### src/rtl/phsd_pkg.sv
package phsd_pkg;

  // Result kinds.
  localparam logic [1:0] KIND_HIT    = 2'd0;
  localparam logic [1:0] KIND_HEADER = 2'd1;
  localparam logic [1:0] KIND_END    = 2'd2;
  localparam logic [1:0] KIND_ERR    = 2'd3;

  // Error codes.
  localparam logic [2:0] ERR_BAD_HEADER  = 3'd0;
  localparam logic [2:0] ERR_BAD_START   = 3'd1;
  localparam logic [2:0] ERR_UNEXP_HEAD  = 3'd2;
  localparam logic [2:0] ERR_UNKNOWN     = 3'd3;
  localparam logic [2:0] ERR_BAD_TRAILER = 3'd4;
  localparam logic [2:0] ERR_EARLY_END   = 3'd5;

  localparam logic [7:0] BYTE_HEAD = 8'hAA;
  localparam logic [7:0] BYTE_TAIL = 8'hBB;
  localparam logic [7:0] BYTE_IDLE = 8'hFF;

  // Picoseconds per tick.
  localparam logic [21:0] TICK_PS = 22'd12500;

  localparam int ADDR_W     = 19;
  localparam int OUT_DATA_W = 120;

  // One decoded command: a whole run of results for one input byte.
  typedef struct packed {
    logic [1:0]        kind;
    logic [ADDR_W-1:0] addr;
    logic [7:0]        mask;
    logic [31:0]       trig;
    logic [63:0]       ts;
    logic [2:0]        err;
  } cmd_t;

endpackage

### src/rtl/phsd_front.sv
module phsd_front (
  input  logic             clk,
  input  logic             rst,
  input  logic             accept,
  input  logic [7:0]       byte_value,
  input  logic             last,
  output logic             push,
  output phsd_pkg::cmd_t   cmd
);

  localparam logic [3:0] PH_HEAD    = 4'd0;
  localparam logic [3:0] PH_TRIG    = 4'd1;
  localparam logic [3:0] PH_TICK    = 4'd2;
  localparam logic [3:0] PH_START   = 4'd3;
  localparam logic [3:0] PH_SKIP    = 4'd4;
  localparam logic [3:0] PH_CHIPID  = 4'd5;
  localparam logic [3:0] PH_BODY    = 4'd6;
  localparam logic [3:0] PH_SHORT2  = 4'd7;
  localparam logic [3:0] PH_LONG2   = 4'd8;
  localparam logic [3:0] PH_LONG3   = 4'd9;
  localparam logic [3:0] PH_PAD     = 4'd10;
  localparam logic [3:0] PH_TAIL    = 4'd11;
  localparam logic [3:0] PH_DISCARD = 4'd12;

  logic [3:0]  phase, phase_next;
  logic [3:0]  byte_count, byte_count_next;
  logic [1:0]  align_count, align_count_next;
  logic [4:0]  region, region_next;
  logic [5:0]  first_byte, first_byte_next;
  logic [7:0]  second_byte, second_byte_next;
  logic [31:0] trigger_reg, trigger_reg_next;
  logic [63:0] ts_reg, ts_reg_next;

  logic [3:0]  count_inc;
  logic [21:0] prod;
  logic [63:0] prod_shifted;
  logic        done;

  assign count_inc    = byte_count + 4'd1;
  assign prod         = {14'd0, byte_value} * phsd_pkg::TICK_PS;
  assign prod_shifted = {42'd0, prod} << {byte_count[2:0], 3'b000};

  always_comb begin
    phase_next       = phase;
    byte_count_next  = byte_count;
    align_count_next = align_count;
    region_next      = region;
    first_byte_next  = first_byte;
    second_byte_next = second_byte;
    trigger_reg_next = trigger_reg;
    ts_reg_next      = ts_reg;
    done             = 1'b0;
    push             = 1'b0;
    cmd              = '0;

    if (accept) begin
      if (phase == PH_DISCARD) begin
        if (last) begin
          phase_next       = PH_HEAD;
          byte_count_next  = 4'd0;
          align_count_next = 2'd0;
        end
      end else begin
        unique case (phase)
          PH_HEAD: begin
            if (byte_value != phsd_pkg::BYTE_HEAD) begin
              push     = 1'b1;
              cmd.kind = phsd_pkg::KIND_ERR;
              cmd.err  = phsd_pkg::ERR_BAD_HEADER;
              done     = 1'b1;
            end else begin
              byte_count_next = count_inc;
              if (count_inc >= 4'd4) begin
                phase_next      = PH_TRIG;
                byte_count_next = 4'd0;
              end
            end
          end
          PH_TRIG: begin
            if (byte_count[1:0] == 2'd0) begin
              trigger_reg_next = '0;
            end
            trigger_reg_next[{byte_count[1:0], 3'b000} +: 8] = byte_value;
            byte_count_next = count_inc;
            if (count_inc >= 4'd4) begin
              phase_next      = PH_TICK;
              byte_count_next = 4'd0;
            end
          end
          PH_TICK: begin
            // The timestamp is built up byte by byte as a sum of scaled partial products.
            ts_reg_next = ((byte_count[2:0] == 3'd0) ? 64'd0 : ts_reg) + prod_shifted;
            byte_count_next = count_inc;
            if (count_inc >= 4'd8) begin
              phase_next      = PH_START;
              byte_count_next = 4'd0;
              push            = 1'b1;
              cmd.kind        = phsd_pkg::KIND_HEADER;
              cmd.trig        = trigger_reg;
              cmd.ts          = ts_reg_next;
            end
          end
          PH_START: begin
            if (byte_value[7:4] == 4'hE) begin
              phase_next      = PH_SKIP;
              byte_count_next = 4'd0;
            end else if (byte_value[7:4] == 4'hA) begin
              phase_next  = PH_CHIPID;
              region_next = 5'd0;
            end else begin
              push     = 1'b1;
              cmd.kind = phsd_pkg::KIND_ERR;
              cmd.err  = phsd_pkg::ERR_BAD_START;
              done     = 1'b1;
            end
          end
          PH_SKIP: begin
            byte_count_next = count_inc;
            if (count_inc >= 4'd3) begin
              phase_next      = PH_TAIL;
              byte_count_next = 4'd0;
            end
          end
          PH_CHIPID: begin
            phase_next = PH_BODY;
          end
          PH_BODY: begin
            priority if (byte_value[7:6] == 2'b00) begin
              first_byte_next = byte_value[5:0];
              phase_next      = PH_LONG2;
            end else if (byte_value[7:6] == 2'b01) begin
              first_byte_next = byte_value[5:0];
              phase_next      = PH_SHORT2;
            end else if (byte_value[7:5] == 3'b110) begin
              region_next = byte_value[4:0];
            end else if (byte_value[7:4] == 4'hB) begin
              // Chip trailer: pad up to the next 4-byte boundary of the block.
              if (align_count == 2'd3) begin
                phase_next      = PH_TAIL;
                byte_count_next = 4'd0;
              end else begin
                phase_next = PH_PAD;
              end
            end else if (byte_value == phsd_pkg::BYTE_IDLE) begin
              phase_next = PH_BODY;
            end else if (byte_value == phsd_pkg::BYTE_HEAD) begin
              push     = 1'b1;
              cmd.kind = phsd_pkg::KIND_ERR;
              cmd.err  = phsd_pkg::ERR_UNEXP_HEAD;
              done     = 1'b1;
            end else begin
              push     = 1'b1;
              cmd.kind = phsd_pkg::KIND_ERR;
              cmd.err  = phsd_pkg::ERR_UNKNOWN;
              done     = 1'b1;
            end
          end
          PH_SHORT2: begin
            push       = 1'b1;
            cmd.kind   = phsd_pkg::KIND_HIT;
            cmd.addr   = {region, first_byte, byte_value};
            cmd.trig   = trigger_reg;
            cmd.ts     = ts_reg;
            phase_next = PH_BODY;
          end
          PH_LONG2: begin
            second_byte_next = byte_value;
            phase_next       = PH_LONG3;
          end
          PH_LONG3: begin
            push       = 1'b1;
            cmd.kind   = phsd_pkg::KIND_HIT;
            cmd.addr   = {region, first_byte, second_byte};
            cmd.mask   = byte_value;
            cmd.trig   = trigger_reg;
            cmd.ts     = ts_reg;
            phase_next = PH_BODY;
          end
          PH_PAD: begin
            if (align_count == 2'd3) begin
              phase_next      = PH_TAIL;
              byte_count_next = 4'd0;
            end
          end
          PH_TAIL: begin
            if (byte_value != phsd_pkg::BYTE_TAIL) begin
              push     = 1'b1;
              cmd.kind = phsd_pkg::KIND_ERR;
              cmd.err  = phsd_pkg::ERR_BAD_TRAILER;
              done     = 1'b1;
            end else begin
              byte_count_next = count_inc;
              if (count_inc >= 4'd4) begin
                push     = 1'b1;
                cmd.kind = phsd_pkg::KIND_END;
                cmd.trig = trigger_reg;
                cmd.ts   = ts_reg;
                done     = 1'b1;
              end
            end
          end
          default: begin
            done = 1'b1;
          end
        endcase

        align_count_next = align_count + 2'd1;

        // A last byte that does not close the block replaces whatever it produced.
        if (last && !done) begin
          push     = 1'b1;
          cmd      = '0;
          cmd.kind = phsd_pkg::KIND_ERR;
          cmd.err  = phsd_pkg::ERR_EARLY_END;
        end

        if (last) begin
          phase_next       = PH_HEAD;
          byte_count_next  = 4'd0;
          align_count_next = 2'd0;
        end else if (done) begin
          phase_next = PH_DISCARD;
        end
      end
    end
  end

  always_ff @(posedge clk) begin
    if (rst) begin
      phase       <= PH_HEAD;
      byte_count  <= 4'd0;
      align_count <= 2'd0;
      region      <= 5'd0;
      first_byte  <= 6'd0;
      second_byte <= 8'd0;
      trigger_reg <= 32'd0;
      ts_reg      <= 64'd0;
    end else begin
      phase       <= phase_next;
      byte_count  <= byte_count_next;
      align_count <= align_count_next;
      region      <= region_next;
      first_byte  <= first_byte_next;
      second_byte <= second_byte_next;
      trigger_reg <= trigger_reg_next;
      ts_reg      <= ts_reg_next;
    end
  end

endmodule

### src/rtl/phsd_queue.sv
module phsd_queue #(
  parameter int DEPTH = 4
) (
  input  logic           clk,
  input  logic           rst,
  input  logic           push,
  input  phsd_pkg::cmd_t push_data,
  input  logic           pop,
  output phsd_pkg::cmd_t pop_data,
  output logic           full,
  output logic           empty
);

  localparam int PTR_W = $clog2(DEPTH);
  localparam int CNT_W = $clog2(DEPTH + 1);
  localparam logic [PTR_W-1:0] PTR_LAST = PTR_W'(DEPTH - 1);
  localparam logic [CNT_W-1:0] CNT_FULL = CNT_W'(DEPTH);

  phsd_pkg::cmd_t   entries [DEPTH];
  logic [PTR_W-1:0] wr_ptr;
  logic [PTR_W-1:0] rd_ptr;
  logic [CNT_W-1:0] count;

  assign full     = (count == CNT_FULL);
  assign empty    = (count == '0);
  assign pop_data = entries[rd_ptr];

  always_ff @(posedge clk) begin
    if (push) begin
      entries[wr_ptr] <= push_data;
    end
  end

  always_ff @(posedge clk) begin
    if (rst) begin
      wr_ptr <= '0;
      rd_ptr <= '0;
      count  <= '0;
    end else begin
      if (push) begin
        wr_ptr <= (wr_ptr == PTR_LAST) ? '0 : wr_ptr + 1'b1;
      end
      if (pop) begin
        rd_ptr <= (rd_ptr == PTR_LAST) ? '0 : rd_ptr + 1'b1;
      end
      if (push && !pop) begin
        count <= count + 1'b1;
      end else if (pop && !push) begin
        count <= count - 1'b1;
      end
    end
  end

endmodule

### src/rtl/phsd_back.sv
module phsd_back (
  input  logic                              clk,
  input  logic                              rst,
  input  logic                              q_empty,
  input  phsd_pkg::cmd_t                    q_data,
  output logic                              q_pop,
  output logic                              m_tvalid,
  input  logic                              m_tready,
  output logic [phsd_pkg::OUT_DATA_W-1:0]   m_tdata,
  output logic [1:0]                        m_tuser,
  output logic                              m_tlast
);

  phsd_pkg::cmd_t            cur;
  logic                      cur_valid;
  logic                      first_pending;
  logic [7:0]                rem;

  logic                      out_free;
  logic                      step;
  logic [2:0]                bit_idx;
  logic [7:0]                rem_after;
  logic [phsd_pkg::ADDR_W-1:0] hit_addr;
  logic                      res_last;
  logic [9:0]                column;
  logic [8:0]                row;
  logic [31:0]               trig;
  logic [63:0]               ts;

  assign out_free = !m_tvalid || m_tready;
  assign step     = cur_valid && out_free;

  // Lowest set bit of the remaining long-word hit mask.
  always_comb begin
    bit_idx = 3'd0;
    for (int i = 7; i >= 0; i--) begin
      if (rem[i]) begin
        bit_idx = 3'(i);
      end
    end
  end

  always_comb begin
    rem_after = rem;
    if (!first_pending) begin
      rem_after[bit_idx] = 1'b0;
    end
    hit_addr = first_pending ? cur.addr
                             : cur.addr + phsd_pkg::ADDR_W'(bit_idx) + 1'b1;
    res_last = (cur.kind != phsd_pkg::KIND_HIT) || (rem_after == 8'd0);
    if (cur.kind == phsd_pkg::KIND_HIT) begin
      column = {hit_addr[18:10], hit_addr[0] ^ hit_addr[1]};
      row    = hit_addr[9:1];
    end else begin
      column = 10'd0;
      row    = 9'd0;
    end
    trig = cur.trig;
    ts   = cur.ts;
  end

  assign q_pop = !q_empty && (!cur_valid || (step && res_last));

  always_ff @(posedge clk) begin
    if (rst) begin
      cur_valid     <= 1'b0;
      first_pending <= 1'b0;
      rem           <= 8'd0;
    end else begin
      if (q_pop) begin
        cur_valid     <= 1'b1;
        first_pending <= 1'b1;
        rem           <= q_data.mask;
      end else if (step) begin
        first_pending <= 1'b0;
        rem           <= rem_after;
        if (res_last) begin
          cur_valid <= 1'b0;
        end
      end
    end
  end

  always_ff @(posedge clk) begin
    if (q_pop) begin
      cur <= q_data;
    end
  end

  always_ff @(posedge clk) begin
    if (rst) begin
      m_tvalid <= 1'b0;
    end else if (step) begin
      m_tvalid <= 1'b1;
    end else if (m_tready) begin
      m_tvalid <= 1'b0;
    end
  end

  always_ff @(posedge clk) begin
    if (step) begin
      m_tdata <= {2'b00, cur.err, ts, trig, row, column};
      m_tuser <= cur.kind;
      m_tlast <= res_last;
    end
  end

endmodule

### src/rtl/pixel_hit_stream_decoder.sv
// Pixel hit stream decoder.
// The input channel (s_tvalid, s_tready, s_tdata, s_tlast) takes one raw byte of a readout
// block per item; s_tlast marks the final byte of the block. The output channel (m_tvalid,
// m_tready, m_tdata, m_tuser, m_tlast) delivers result items: pixel hits, one event header,
// and a good end or an error per block. m_tuser holds the result kind and m_tlast marks the
// last result caused by one input byte.
// Throughput is one input byte per cycle while the queue is not full and one result per
// cycle while m_tready is high. A long hit word can give up to nine results for three bytes;
// a queue of QUEUE_DEPTH decoded commands between the byte parser and the result expander
// absorbs such bursts, and the input stalls only when that queue is full.
// A result passes from the queue through the expander's command register and then the
// output register before it is valid on the output. The expander, one result per cycle
// while the receiver takes them, sets the rate of the output side.
// Reset is synchronous and puts the parser in hunt for the block header, empties the queue
// and drops any pending result. When the receiver holds m_tready low, the output register
// keeps its item, the expander and then the queue fill, and s_tready drops once the queue
// is full; no item is lost.
module pixel_hit_stream_decoder #(
  parameter int QUEUE_DEPTH = 4
) (
  input  logic                            clk,
  input  logic                            rst,
  input  logic                            s_tvalid,
  output logic                            s_tready,
  input  logic [7:0]                      s_tdata,  // [7:0] byte_value
  input  logic                            s_tlast,  // last
  output logic                            m_tvalid,
  input  logic                            m_tready,
  // [9:0] column, [18:10] row, [50:19] trigger_id, [114:51] timestamp,
  // [117:115] error_code, [119:118] zero fill
  output logic [phsd_pkg::OUT_DATA_W-1:0] m_tdata,
  output logic [1:0]                      m_tuser,  // [1:0] kind
  output logic                            m_tlast   // run_end
);

  logic           accept;
  logic           push;
  phsd_pkg::cmd_t push_cmd;
  logic           pop;
  phsd_pkg::cmd_t pop_cmd;
  logic           q_full;
  logic           q_empty;

  // The parser may produce a command on any byte, so it waits whenever the queue is full.
  assign s_tready = !q_full;
  assign accept   = s_tvalid && s_tready;

  // Byte parser: tracks the block layout and turns each byte into at most one command.
  phsd_front u_front (
    .clk        (clk),
    .rst        (rst),
    .accept     (accept),
    .byte_value (s_tdata),
    .last       (s_tlast),
    .push       (push),
    .cmd        (push_cmd)
  );

  phsd_queue #(
    .DEPTH (QUEUE_DEPTH)
  ) u_queue (
    .clk       (clk),
    .rst       (rst),
    .push      (push),
    .push_data (push_cmd),
    .pop       (pop),
    .pop_data  (pop_cmd),
    .full      (q_full),
    .empty     (q_empty)
  );

  // Result expander: turns each command into its run of result items.
  phsd_back u_back (
    .clk      (clk),
    .rst      (rst),
    .q_empty  (q_empty),
    .q_data   (pop_cmd),
    .q_pop    (pop),
    .m_tvalid (m_tvalid),
    .m_tready (m_tready),
    .m_tdata  (m_tdata),
    .m_tuser  (m_tuser),
    .m_tlast  (m_tlast)
  );

endmodule

### config.mk
export PLATFORM = sky130hd
export DESIGN_NAME = pixel_hit_stream_decoder
export DESIGN_NICKNAME = d
export VERILOG_FILES = /design/src/rtl/phsd_pkg.sv /design/src/rtl/phsd_front.sv /design/src/rtl/phsd_queue.sv /design/src/rtl/phsd_back.sv /design/src/rtl/pixel_hit_stream_decoder.sv
export SDC_FILE = /design/constraint.sdc
export NUM_CORES = 1
export LEC_CHECK = 0
export BUFFER_PORTS_ARGS = -buffer_cell sky130_fd_sc_hd__buf_2
export CAP_MARGIN = 20
export CORE_ASPECT_RATIO = 1.5
export CORE_MARGIN = 1
export CORE_UTILIZATION = 51
export DETAILED_ROUTE_END_ITERATION = 8
export PLACE_DENSITY = 0.68
export SLEW_MARGIN = 5
export SYNTH_ARGS = -nofsm -noshare
export SYNTH_HDL_FRONTEND = slang
export SYNTH_SLANG_ARGS = --single-unit
export TNS_END_PERCENT = 1
### constraint.sdc
create_clock -name clk -period 8 [get_ports clk]
set_clock_uncertainty 0.1 [all_clocks]
set_input_delay 0.4 -clock clk [delete_from_list [all_inputs] [get_ports clk]]
set_output_delay 0.4 -clock clk [all_outputs]
set_load 0.005 [all_outputs]
[After elaboration in Yosys (flattened, before gate mapping)]
Memories as Yosys holds them, arrays and structs flattened. A register that Yosys moved wholly into a read port is not among the register bits.
Index checks and enable logic that the tools add are counted.
Storage, ports and cells
  ROM bits: 0
  bits in writable memories: 512
  bits in registers: 384
  output and inout port bits: 125
  bits of input ports: 13
  memories: 1
  bits in latches: 0
Operators by class
  multiplexer cells: 128
  shifts and indexed selects: 3
  $add $sub $neg: 10
  multiply operators: 1
  equal/unequal tests: 47
  bitwise gates (word level): 4
  magnitude comparators: 5
  divide/modulo/power cells: 0
  reduce and logical (&&, ||, !) cells: 46
Memory list
  u_queue.entries: words 4, width 128, rd ports 1, clocked after Yosys merged registers in 1, wr ports 1, line phsd_queue.sv:19  | phsd_pkg::cmd_t entries [DEPTH];
Operator list (number)
  $mux 128: 3
  $mux 96: 3
  $pmux 96 s3: 1
  $mux 32: 4
  $mux 4: 30
  $add 64x64->64: 1
  $mux 64: 1
  $shl 22x6->64: 1
  $mux 3: 17
  $pmux 19 s2: 1
  $pmux 4 s9: 1
  $mux 2: 17
  $bwmux 32: 1
  $eq 4x4->1 const B: 8
  $mux 8: 4
  $pmux 4 s8: 1
  $shift 8x7->32 const A: 1
  $shiftx 8x7->32: 1
  $mux 1: 30
  $mux 5: 5
  $mul 8x12->20 const B: 1
  $ne 4x2->1 const B: 5
  $add 19x1->19 const B: 1
  $add 19x3->19: 1
  other kinds (57): 105

[Logic depth before layout (Yosys ltp)]
Gate-level depths: netlist of run 1.
  depth after elaboration: 23
  mapped depth: 29
  mapped depth without buffers: 28

[By module]
From an unflattened synthesis of run 1, not the netlist that was laid out.
Unflattened totals
  cell total of the unflattened synthesis: 2909
  area, all modules: 40221.1 um^2
By module, submodules not included
  phsd_queue: instances 1, sequential area each 15554.9 um^2, cells each 712, area each 19012.0 um^2
  phsd_front: instances 1, sequential area each 2502.4 um^2, cells each 1776, area each 12667.1 um^2
  phsd_back: instances 1, sequential area each 7457.2 um^2, cells each 419, area each 8531.9 um^2
  pixel_hit_stream_decoder: instances 1, sequential area each 0.0 um^2, cells each 2, area each 10.0 um^2

[Least setup slack after synthesis of run 1]
OpenSTA, ideal clock, no wires.
  path kind: input to register
  start point: in s_tdata[2]
  end point: mem u_queue.entries[0][59] (netlist name) (data pin)
  stages on the path: 29
  setup slack: 1.146 ns
  arrival: 6.464 ns
  required time: 7.610 ns
  cell sequence: ha_1 -> ha_1 -> inv_1 -> fa_1 -> inv_1 -> fa_1 -> ha_1 -> o21ai_0 -> nor3_1 -> o41ai_1 -> a21oi_1 -> a21o_1 -> a21oi_1 -> xnor2_1 -> mux2_2 -> a2bb2oi_1 -> nor2_1 -> ha_1 -> buf_2 -> a21oi_1 -> o21bai_1 -> a221oi_1 -> o41ai_1 -> a211oi_2 -> a2111oi_4 -> o31ai_2 -> o21a_1 -> xor2_1 -> o21ai_0
RTL lines
  start, declared: line pixel_hit_stream_decoder.sv:25  | input logic [7:0] s_tdata,
  end, declared: line phsd_queue.sv:19

==> run_results.csv, run 1 <==
group,metric,value,unit
grt,grt_max_degree,91,
power,share_comb_of_total_power,0.240,
logic_synthesis,ys.flop_type,"sky130_fd_sc_hd__edfxtp_1",
setup_path,logic_depth_of_the_worst_register_to_register_path,19,
timing,setup_violations,0,
setup_path,critical_path.max_fanout,7,
detailed_routing,drt-vias-per-instance,5.88,
job,max_cap_viol_count,0,
timing,fin_crit,7.63,ns
floorplan,floorplan.io_pins,138,
grt,grt_use_total,0.234,
clocking,tritoncts,"yes",
grt,antenna_found_initial,1,
setup_path,critPathCaptureType,"register",
finish,finalNetCount,3275,
timing,final.hold.worst_slack,0.122,ns
grt,globalRouteOverflowTotal,0,
detailed_routing,detail-route-antenna-nets,0,
detailed_routing,drt-pass1-iter-count,8,
finish,largest-register,"u_queue.entries",
finish,layout.area.seq,25500,sq um
timing,layout_setup_ws,0.371,ns
setup_path,critical_path.top_delay_family,"compound AO/OA/AOI/OAI gates",
run_status,outcome,"finished, final reports clean",
setup_path,setup.worst_path.class,"in -> reg",
detailed_routing,routed_wl_per_cell,22.2,microns
power,sequential_group_share_of_total_power,0.477,
clocking,postCtsSetupBuffers,0,
clocking,clk_pin_slew,0.07,ns
grt,grt_pass1_wl,144,mm
logic_synthesis,synth_enable_flop_cells,753,
logic_synthesis,post_synthesis_sequential_area_ratio,0.635,
logic_synthesis,post_synth_inst_count,2964,
clocking,cts.root.buffer_cell,"sky130_fd_sc_hd__clkbuf_16",
finish,drive_gt1_frac,0.166,
logic_synthesis,yosysUniqueCellTypes,88,
finish,largestRegisters,"u_queue.entries: 512 flops, u_back.m_tdata: 118 flops",
power,fraction_of_power_consumed_by_the_clock_network,0.283,
timing,worst_pin_slew,1.09,ns
clocking,h-tree-depth,3,
detailed_routing,post-route-drc-count,0,
finish,area_growth,12.0,%
setup_path,worst_r2r_endpoint,"u_queue.entries[2][47]",
setup_path,worst_path_max_delay_cell,"sky130_fd_sc_hd__dlygate4sd3_1",
logic_synthesis,synth_async_sr_flop_share,0,
grt,grt_pass1_vias,25300,
floorplan,design.die.area,80000,sq um
place,placed_cells_incl_taps,4036,
floorplan,core_region_area,77700,sq um
finish,finished_core_util,0.579,
clocking,clk_path_buf_depth,3,
finish,largest_register_ff_count,512,
worst_hold_path,holdPathStages,3,
place,globalplace.congestion,0.942,
power,total_switching_power,4.02,mW
setup_path,cp_num_buf_inv,7,
setup_path,worst-endpoint-required,8.30,ns
timing,achievable-frequency,0.131,GHz
floorplan,die-width,231,microns
finish,final_cells,4192,
worst_hold_path,worstHoldPathType,"in -> reg",
clocking,tritoncts.num_buffers,82,
timing,setup_total_negative_slack,0,ns
worst_hold_path,worstHoldStart,"s_tlast",
setup_path,rr_startpoint,"u_front.byte_count[1]",
power,internal,9.82,mW
detailed_routing,wirelength,93.1,mm
setup_path,worst_r2r_setup_slack,2.05,ns
logic_synthesis,postSynthRegisterBits,898,
detailed_routing,detailroute.via_count,24600,
logic_synthesis,mapped_area,40200,sq um
finish,multi_input_logic_area,13900,sq um
place,io_buffers,135,
place,dp.final_hpwl,63.9,mm
clocking,numClockSinks,898,
timing,slew-limit-headroom,0.268,
logic_synthesis,synth_area_per_cell,13.6,sq um
place,pre_cts_ws,0.0708,ns
floorplan,row_count,125,
power,leakagePower,16.0,nW
setup_path,max_stage_delay,0.56,ns
timing,finalHoldViolCount,0,
setup_path,cp-start-kind,"primary input",
worst_hold_path,timing.hold.worst_endpoint,"u_front.byte_count[3]",
power,pwr_density_cell,307,nW/um^2
timing,final_cycle_utilization_of_the_critical_path,0.954,
detailed_routing,dr.first_iter.drc_count,1709,
floorplan,floorplan.initialDensity,0.517,
clocking,clk_latency,0.65,ns
logic_synthesis,synthesis.yosys.warnings,0,
timing,drv_slew,0,
finish,layout_filler_cell_count,6071,
power,power.share.switching,0.290,
power,max-vdd-ir-drop,0.232,mV
floorplan,fp.dieH,346,microns
setup_path,worst-endpoint-arrival,7.93,ns
[layout make-up]
class / instances / share of cell area
Antenna cell: 1 / 0.0000556
Clock buffer: 104 / 0.0488
Clock inverter: 46 / 0.0113
Inverter: 66 / 0.00556
Multi-Input combinational cell: 1840 / 0.309
Sequential cell: 898 / 0.567
Tap cell: 1016 / 0.0282
Timing Repair Buffer: 221 / 0.0305
[tightest hold or removal path: stages]
cell and delay (ns):
sky130_fd_sc_hd__buf_2 0.20, sky130_fd_sc_hd__or4b_1 0.15, sky130_fd_sc_hd__a21oi_1 0.06
[stage by stage]
stage,total power [mW],area [sq um]
finish,13.8,45000
CTS,14.0,45000
detailed placement,10.1,42200
floorplan,8.90,40200
global placement,9.94,42200
global route,14.5,45000
[worst max path at each step]
stage	startpoint	to	slack (ns)	depth (start not counted)
floorplan	s_tdata[2]	u_queue.entries[0][59]	1.15	29
global placement	s_tdata[4]	u_queue.entries[0][59]	0.11	31
detailed placement	s_tdata[4]	u_queue.entries[2][59]	0.07	31
CTS	s_tdata[6]	u_queue.entries[2][59]	0.27	31
global route	s_tdata[5]	u_queue.entries[1][51]	-0.03	33
finish	s_tdata[5]	u_queue.entries[0][64]	0.37	32
[synthesized netlist by cell type, types with 61 or more instances]
cell | count | area [sq um]
sky130_fd_sc_hd__edfxtp_1 | 753 | 22600
sky130_fd_sc_hd__clkbuf_1 | 113 | 424
sky130_fd_sc_hd__ha_1 | 138 | 1730
sky130_fd_sc_hd__a21oi_1 | 216 | 1080
sky130_fd_sc_hd__nor2_1 | 252 | 946
sky130_fd_sc_hd__inv_1 | 64 | 240
sky130_fd_sc_hd__dfxtp_1 | 145 | 2900
sky130_fd_sc_hd__and2_1 | 130 | 813
sky130_fd_sc_hd__o21ai_0 | 79 | 395
sky130_fd_sc_hd__mux4_2 | 128 | 2880
sky130_fd_sc_hd__nand2_1 | 235 | 882
sky130_fd_sc_hd__nand3_1 | 61 | 305
[cells by family after synthesis]
kind of cell | count (synthesis) | synth area share
other | 1 | 0.0000933
xor gates and xnor gates | 86 | 0.0187
and+or+nand+nor | 872 | 0.104
muxes | 144 | 0.0757
AOI/OAI and AO/OA | 582 | 0.0941
DFF | 898 | 0.635
adders and majority gates | 154 | 0.0507
buffers and inverters | 227 | 0.0222
[power by group through the flow]
stage / clock [mW] / combinational (mW) / sequential [mW]
after floorplan: 0 / 2.28 / 6.62
after global placement: 0 / 3.29 / 6.65
after detailed placement: 0 / 3.36 / 6.70
after CTS: 4.00 / 3.38 / 6.61
after global routing: 4.17 / 3.62 / 6.69
final: 3.92 / 3.32 / 6.60
[cells in the final DEF (no fill, tap or decap), drive strengths merged, types with 71 or more instances in the layout]
master,count
o21ai,92
clkbuf,105
inv,71
a21oi,217
edfxtp,753
mux4,128
and2,133
nand2,236
nor2,252
buf,217
dfxtp,145
ha,138
[repair_timing]
item                                    4_1_cts  5_1_grt
hold buffers                                  3        0
hold endpoints to repair                      8        0
resized for setup                             0       11
endpoints found under the setup margin        0       39
[routing by layer]
| metal | global-route usage | up-vias | routed length [microns] |
|---|---|---|---|
| met2 | 0.434 | 607 | 50700 |
| li1 | - | 11500 | - |
| met5 | 0 | - | 0 |
| met4 | 0.0930 | 0 | 3420 |
| met1 | 0.273 | 12400 | 35800 |
| met3 | 0.0264 | 185 | 3140 |
No activity file was read; power rests on OpenSTA's default activity.
==> inputs of run 2 (changes only) <==
--- a/config.mk
+++ b/config.mk
@@ -7,11 +7,13 @@
 export LEC_CHECK = 0
 export BUFFER_PORTS_ARGS = -buffer_cell sky130_fd_sc_hd__buf_2
 export CAP_MARGIN = 20
+export CELL_PAD_IN_SITES_DETAIL_PLACEMENT = 0
+export CELL_PAD_IN_SITES_GLOBAL_PLACEMENT = 1
 export CORE_ASPECT_RATIO = 1.5
 export CORE_MARGIN = 1
 export CORE_UTILIZATION = 51
 export DETAILED_ROUTE_END_ITERATION = 8
-export PLACE_DENSITY = 0.68
+export PLACE_DENSITY_LB_ADDON = 0.1
 export SLEW_MARGIN = 5
 export SYNTH_ARGS = -nofsm -noshare
 export SYNTH_HDL_FRONTEND = slang
==> constraint.sdc (replaced) <==
create_clock -name clk -period 7.1 [get_ports clk]
set_clock_uncertainty 0.1 [all_clocks]
set_input_delay 0.355 -clock clk [delete_from_list [all_inputs] [get_ports clk]]
set_output_delay 0.355 -clock clk [all_outputs]
set_load 0.005 [all_outputs]
==> run_results.csv, run 2 (synthesis results as in run 1) <==
group,metric,value,unit
floorplan,design.die.area,80000,sq um
finish,final_cell_mix,"sky130_fd_sc_hd__edfxtp_1 (753), sky130_fd_sc_hd__buf_4 (274), sky130_fd_sc_hd__nor2_1 (251)",
floorplan,die-width,231,microns
finish,finalNetCount,3471,
detailed_routing,detail-route-antenna-nets,0,
finish,largest-register,"u_queue.entries",
timing,drv_slew,0,
place,dp.final_hpwl,68.7,mm
place,dpl_cell_area,43800,sq um
clocking,h-tree-depth,3,
setup_path,setup.worst_path.class,"in -> reg",
power,pwr_density_cell,345,nW/um^2
clocking,cts.root.buffer_cell,"sky130_fd_sc_hd__clkbuf_16",
timing,achievable-frequency,0.147,GHz
grt,grt_max_degree,76,
floorplan,floorplan.io_pins,138,
grt,antenna_found_initial,0,
detailed_routing,drt-vias-per-instance,5.76,
finish,final_design_area_no_fill,46800,sq um
finish,largest_register_ff_count,512,
clocking,clk_latency,0.66,ns
detailed_routing,drt-pass1-iter-count,5,
setup_path,cp-start-kind,"primary input",
setup_path,worst_path_max_delay_cell,"sky130_fd_sc_hd__fa_1",
place,pre_cts_ws,-0.798,ns
detailed_routing,wirelength,99.1,mm
clocking,clk_pin_slew,0.07,ns
place,io_buffers,135,
timing,setup_violations,0,
timing,setup_total_negative_slack,0,ns
finish,layout_filler_cell_count,5973,
timing,worst_pin_slew,1.14,ns
detailed_routing,routed_wl_per_cell,22.6,microns
setup_path,max_stage_delay,0.48,ns
grt,globalRouteOverflowTotal,0,
floorplan,row_count,125,
finish,mostFrequentLayoutCell,"sky130_fd_sc_hd__edfxtp_1",
grt,grt_pass1_vias,26300,
detailed_routing,dr.first_iter.drc_count,1479,
timing,layout_setup_ws,0.309,ns
place,globalplace.congestion,0.907,
finish,area_growth,16.3,%
setup_path,worst-endpoint-required,7.38,ns
power,leakagePower,17.1,nW
power,max-vdd-ir-drop,0.432,mV
detailed_routing,detailroute.via_count,25300,
detailed_routing,post-route-drc-count,0,
setup_path,critPathCaptureType,"register",
job,max_cap_viol_count,0,
setup_path,worst-endpoint-arrival,7.08,ns
timing,fin_crit,6.79,ns
timing,final.hold.worst_slack,0.0431,ns
setup_path,critical_path.max_fanout,7,
clocking,tritoncts.num_buffers,83,
clocking,tritoncts,"yes",
timing,finalHoldViolCount,0,
worst_hold_path,worstHoldPathType,"in -> reg",
grt,grt_use_total,0.253,
clocking,clk_path_buf_depth,3,
finish,largestRegisters,"u_queue.entries: 512 flops, u_back.m_tdata: 118 flops",
finish,antenna_cell_count,0,
floorplan,core_region_area,77700,sq um
finish,drive_gt1_frac,0.220,
clocking,numClockSinks,898,
finish,layout.area.seq,25500,sq um
floorplan,fp.dieH,346,microns
timing,slew-limit-headroom,0.240,
grt,grt_pass1_wl,154,mm
finish,multi_input_logic_area,14000,sq um
setup_path,timing.critical_path.mode_cell,"sky130_fd_sc_hd__buf_4",
run_status,outcome,"finished, final reports clean",
timing,final_cycle_utilization_of_the_critical_path,0.957,
floorplan,floorplan.initialDensity,0.517,
timing,grt_setup_unrepaired,"no",
run 2: cell types whose count changed in the layout (fill, tap and decap cells not counted), sizes merged:
| cell | delta |
|---|---|
| clkinvlp | -3 |
| inv | -2 |
| buf | +198 |
| dlygate4sd3 | -2 |
| diode | -1 |
| bufinv | +2 |
| clkbuf | -4 |
| clkinv | +7 |
run 2: routing by layer:
layer,wire (microns),share of wire,GRT usage,vias up
li1,-,-,-,11900
met1,38300,0.39,0.296,12700
met2,54500,0.55,0.474,556
met3,3390,0.034,0.0278,152
met4,2910,0.029,0.0839,0
met5,0,0,0,-
run 2: power by group:
group | switching (mW) | internal [mW]
Sequential | 0.414 | 7.05
Clock | 1.98 | 2.63
Combinational | 2.31 | 1.76
Total | 4.70 | 11.4
run 2: metrics by stage:
step	utilization	instances	total power [mW]
floorplan	-	2965	10.0
global placement	0.563	4234	11.6
detailed placement	0.563	4234	11.7
CTS	0.600	4386	16.3
global route	0.602	4387	16.9
finish	0.602	4387	16.1
run 2: area by class of cell:
cell class | instances | area share
Timing Repair Buffer | 416 | 0.0612
Clock inverter | 50 | 0.0132
Multi-Input combinational cell | 1840 | 0.300
Inverter | 66 | 0.00535
Clock buffer | 101 | 0.0476
Sequential cell | 898 | 0.546
Tap cell | 1016 | 0.0272
run 2: path summary, 6_finish.rpt:
check                                            from                      to  slack, ns  cells after the start
worst max-delay path                       s_tdata[2]  u_queue.entries[2][58]       0.31                     33
worst min-delay path                              rst  u_front.second_byte[3]       0.04                      2
worst max register to register  u_front.byte_count[2]  u_queue.entries[0][35]       1.58                     17
worst min register to register          u_back.ts[14]      u_back.m_tdata[65]       0.31                      0
run 2: worst max-delay path, delay by kind of cell:
kind,cells,cell delay [ns]
AO/OA/AOI/OAI,13,2.55
adder cells (fa/ha/maj),6,2.19
buffers and inverters,9,1.17
AND/OR/NAND/NOR,3,0.51
XOR/XNOR,2,0.29
run 2: what timing repair did:
| item | CTS | global route |
|---|---|---|
| buffers inserted | 0 | 0 |
| pin swaps | 0 | 2 |
| resized for setup | 2 | 30 |
| endpoints found under the setup margin | 9 | 107 |
| endpoints found under the hold margin | 1 | 0 |
| hold buffers | 1 | 0 |
==> inputs of run 3 (changes only) <==
==> constraint.sdc (replaced) <==
create_clock -name clk -period 6.76 [get_ports clk]
set_clock_uncertainty 0.1 [all_clocks]
set_input_delay 0.338 -clock clk [delete_from_list [all_inputs] [get_ports clk]]
set_output_delay 0.338 -clock clk [all_outputs]
set_load 0.005 [all_outputs]
==> run_results.csv, run 3 (synthesis results as in run 1) <==
group,metric,value,unit
run_status,outcome,"finished, final reports clean",
clocking,numClockSinks,898,
detailed_routing,drt-vias-per-instance,5.74,
place,pre_cts_ws,-1.00,ns
timing,layout_setup_ws,0.235,ns
detailed_routing,post-route-drc-count,0,
power,sequential_group_share_of_total_power,0.463,
grt,grt_use_total,0.255,
clocking,clk_pin_slew,0.06,ns
finish,mostFrequentLayoutCell,"sky130_fd_sc_hd__edfxtp_1",
clocking,clk_latency,0.66,ns
finish,largestRegisters,"u_queue.entries: 512 flops, u_back.m_tdata: 118 flops",
setup_path,cp-start-kind,"primary input",
timing,worst_pin_slew,1.07,ns
clocking,h-tree-depth,3,
floorplan,die-width,231,microns
finish,largest-register,"u_queue.entries",
detailed_routing,routed_wl_per_cell,22.6,microns
clocking,tritoncts.num_buffers,83,
grt,globalRouteOverflowTotal,0,
floorplan,design.die.area,80000,sq um
place,dpl_cell_area,44400,sq um
finish,finished_core_util,0.611,
setup_path,worst-endpoint-required,7.05,ns
place,io_buffers,135,
place,globalplace.congestion,0.929,
finish,largest_register_ff_count,512,
finish,drive_gt1_frac,0.247,
timing,final_cycle_utilization_of_the_critical_path,0.965,
detailed_routing,detail-route-antenna-nets,0,
grt,grt_max_degree,80,
floorplan,core_region_area,77700,sq um
grt,grt_pass1_vias,26400,
power,fraction_of_power_consumed_by_the_clock_network,0.278,
clocking,clk_path_buf_depth,3,
power,leakagePower,17.5,nW
floorplan,row_count,125,
setup_path,critPathCaptureType,"register",
detailed_routing,drt-pass1-iter-count,5,
setup_path,max_stage_delay,0.48,ns
grt,antenna_found_initial,0,
finish,area_growth,18.1,%
power,pwr_density_cell,358,nW/um^2
floorplan,floorplan.io_pins,138,
power,max-vdd-ir-drop,0.336,mV
timing,setup_violations,0,
power,share_comb_of_total_power,0.259,
floorplan,floorplan.initialDensity,0.517,
clocking,tritoncts,"yes",
grt,grt_pass1_wl,155,mm
setup_path,setup.worst_path.class,"in -> reg",
worst_hold_path,worstHoldPathType,"in -> reg",
timing,achievable-frequency,0.153,GHz
setup_path,critical_path.max_fanout,5,
setup_path,worst-endpoint-arrival,6.81,ns
clocking,cts.root.buffer_cell,"sky130_fd_sc_hd__clkbuf_16",
place,dp.final_hpwl,70.4,mm
power,internal,12.0,mW
timing,drv_slew,0,
finish,final_cell_mix,"sky130_fd_sc_hd__edfxtp_1 (753), sky130_fd_sc_hd__buf_4 (353), sky130_fd_sc_hd__nor2_1 (249)",
timing,setup_total_negative_slack,0,ns
finish,final_design_area_no_fill,47500,sq um
setup_path,timing.critical_path.mode_cell,"sky130_fd_sc_hd__ha_1",
finish,antenna_cell_count,0,
power,total_switching_power,4.98,mW
timing,slew-limit-headroom,0.280,
detailed_routing,detailroute.via_count,25700,
floorplan,fp.dieH,346,microns
setup_path,worst_path_max_delay_cell,"sky130_fd_sc_hd__fa_1",
job,max_cap_viol_count,0,
power,power.share.switching,0.293,
timing,fin_crit,6.53,ns
finish,finalNetCount,3552,
timing,finalHoldViolCount,0,
power,report.power.total,17.0,mW
detailed_routing,wirelength,101,mm
detailed_routing,dr.first_iter.drc_count,1416,
run 3: cell type report:
cell class	instances	area [sq um]
Tap cell	1016	1270
Clock buffer	103	2180
Clock inverter	51	593
Multi-Input combinational cell	1840	14200
Inverter	66	253
Fill cell	5923	30200
Sequential cell	898	25500
Timing Repair Buffer	497	3490
run 3: what timing repair did:
item	CTS	global route
hold buffers	2	0
hold endpoints to repair	12	0
buffers inserted	1	1
gates resized for setup	10	69
setup endpoints to repair	47	175
pin swaps	2	14
run 3: per-layer routing:
layer  vias up  GRT usage  wire [microns]  part of all wire
met1     12900      0.296           39000              0.39
met3       186     0.0270            2990             0.030
met4         0     0.0868            3330             0.033
met5         -          0               0                 0
li1      12000          -               -                 -
met2       528      0.482           55900              0.55
run 3: critical path, delay by kind of cell:
family	cells	cell delay [ns]
AOI/OAI and AO/OA	11	2.08
xor gates and xnor gates	2	0.41
adders and majority gates	6	2.11
buffers and inverters	6	0.76
muxes	1	0.24
and+or+nand+nor	3	0.86
run 3: path summary, 6_finish.rpt:
kind	startpoint	endpoint	slack (ns)	cells past startpoint
max	s_tdata[2]	u_queue.entries[0][37]	0.23	29
min	s_tlast	u_front.byte_count[3]	0.06	3
max reg2reg	u_front.byte_count[1]	u_queue.entries[2][35]	1.95	19
min reg2reg	u_back.trig[9]	u_back.m_tdata[28]	0.31	0
run 3: metrics by stage:
step | hold slack [ns] | instances
after floorplan | 0.300 | 2965
after global placement | 0.301 | 4312
after detailed placement | 0.305 | 4313
after CTS | 0.0214 | 4470
after global routing | 0.0646 | 4471
final | 0.0608 | 4471
run 3: power groups by stage:
stage / Sequential (mW) / Combinational, mW / Clock [mW]
after CTS: 7.91 / 4.43 / 4.83
after detailed placement: 8.00 / 4.39 / 0
after floorplan: 7.84 / 2.69 / 0
after global placement: 7.95 / 4.35 / 0
after global routing: 7.99 / 4.79 / 5.01
final: 7.88 / 4.40 / 4.73
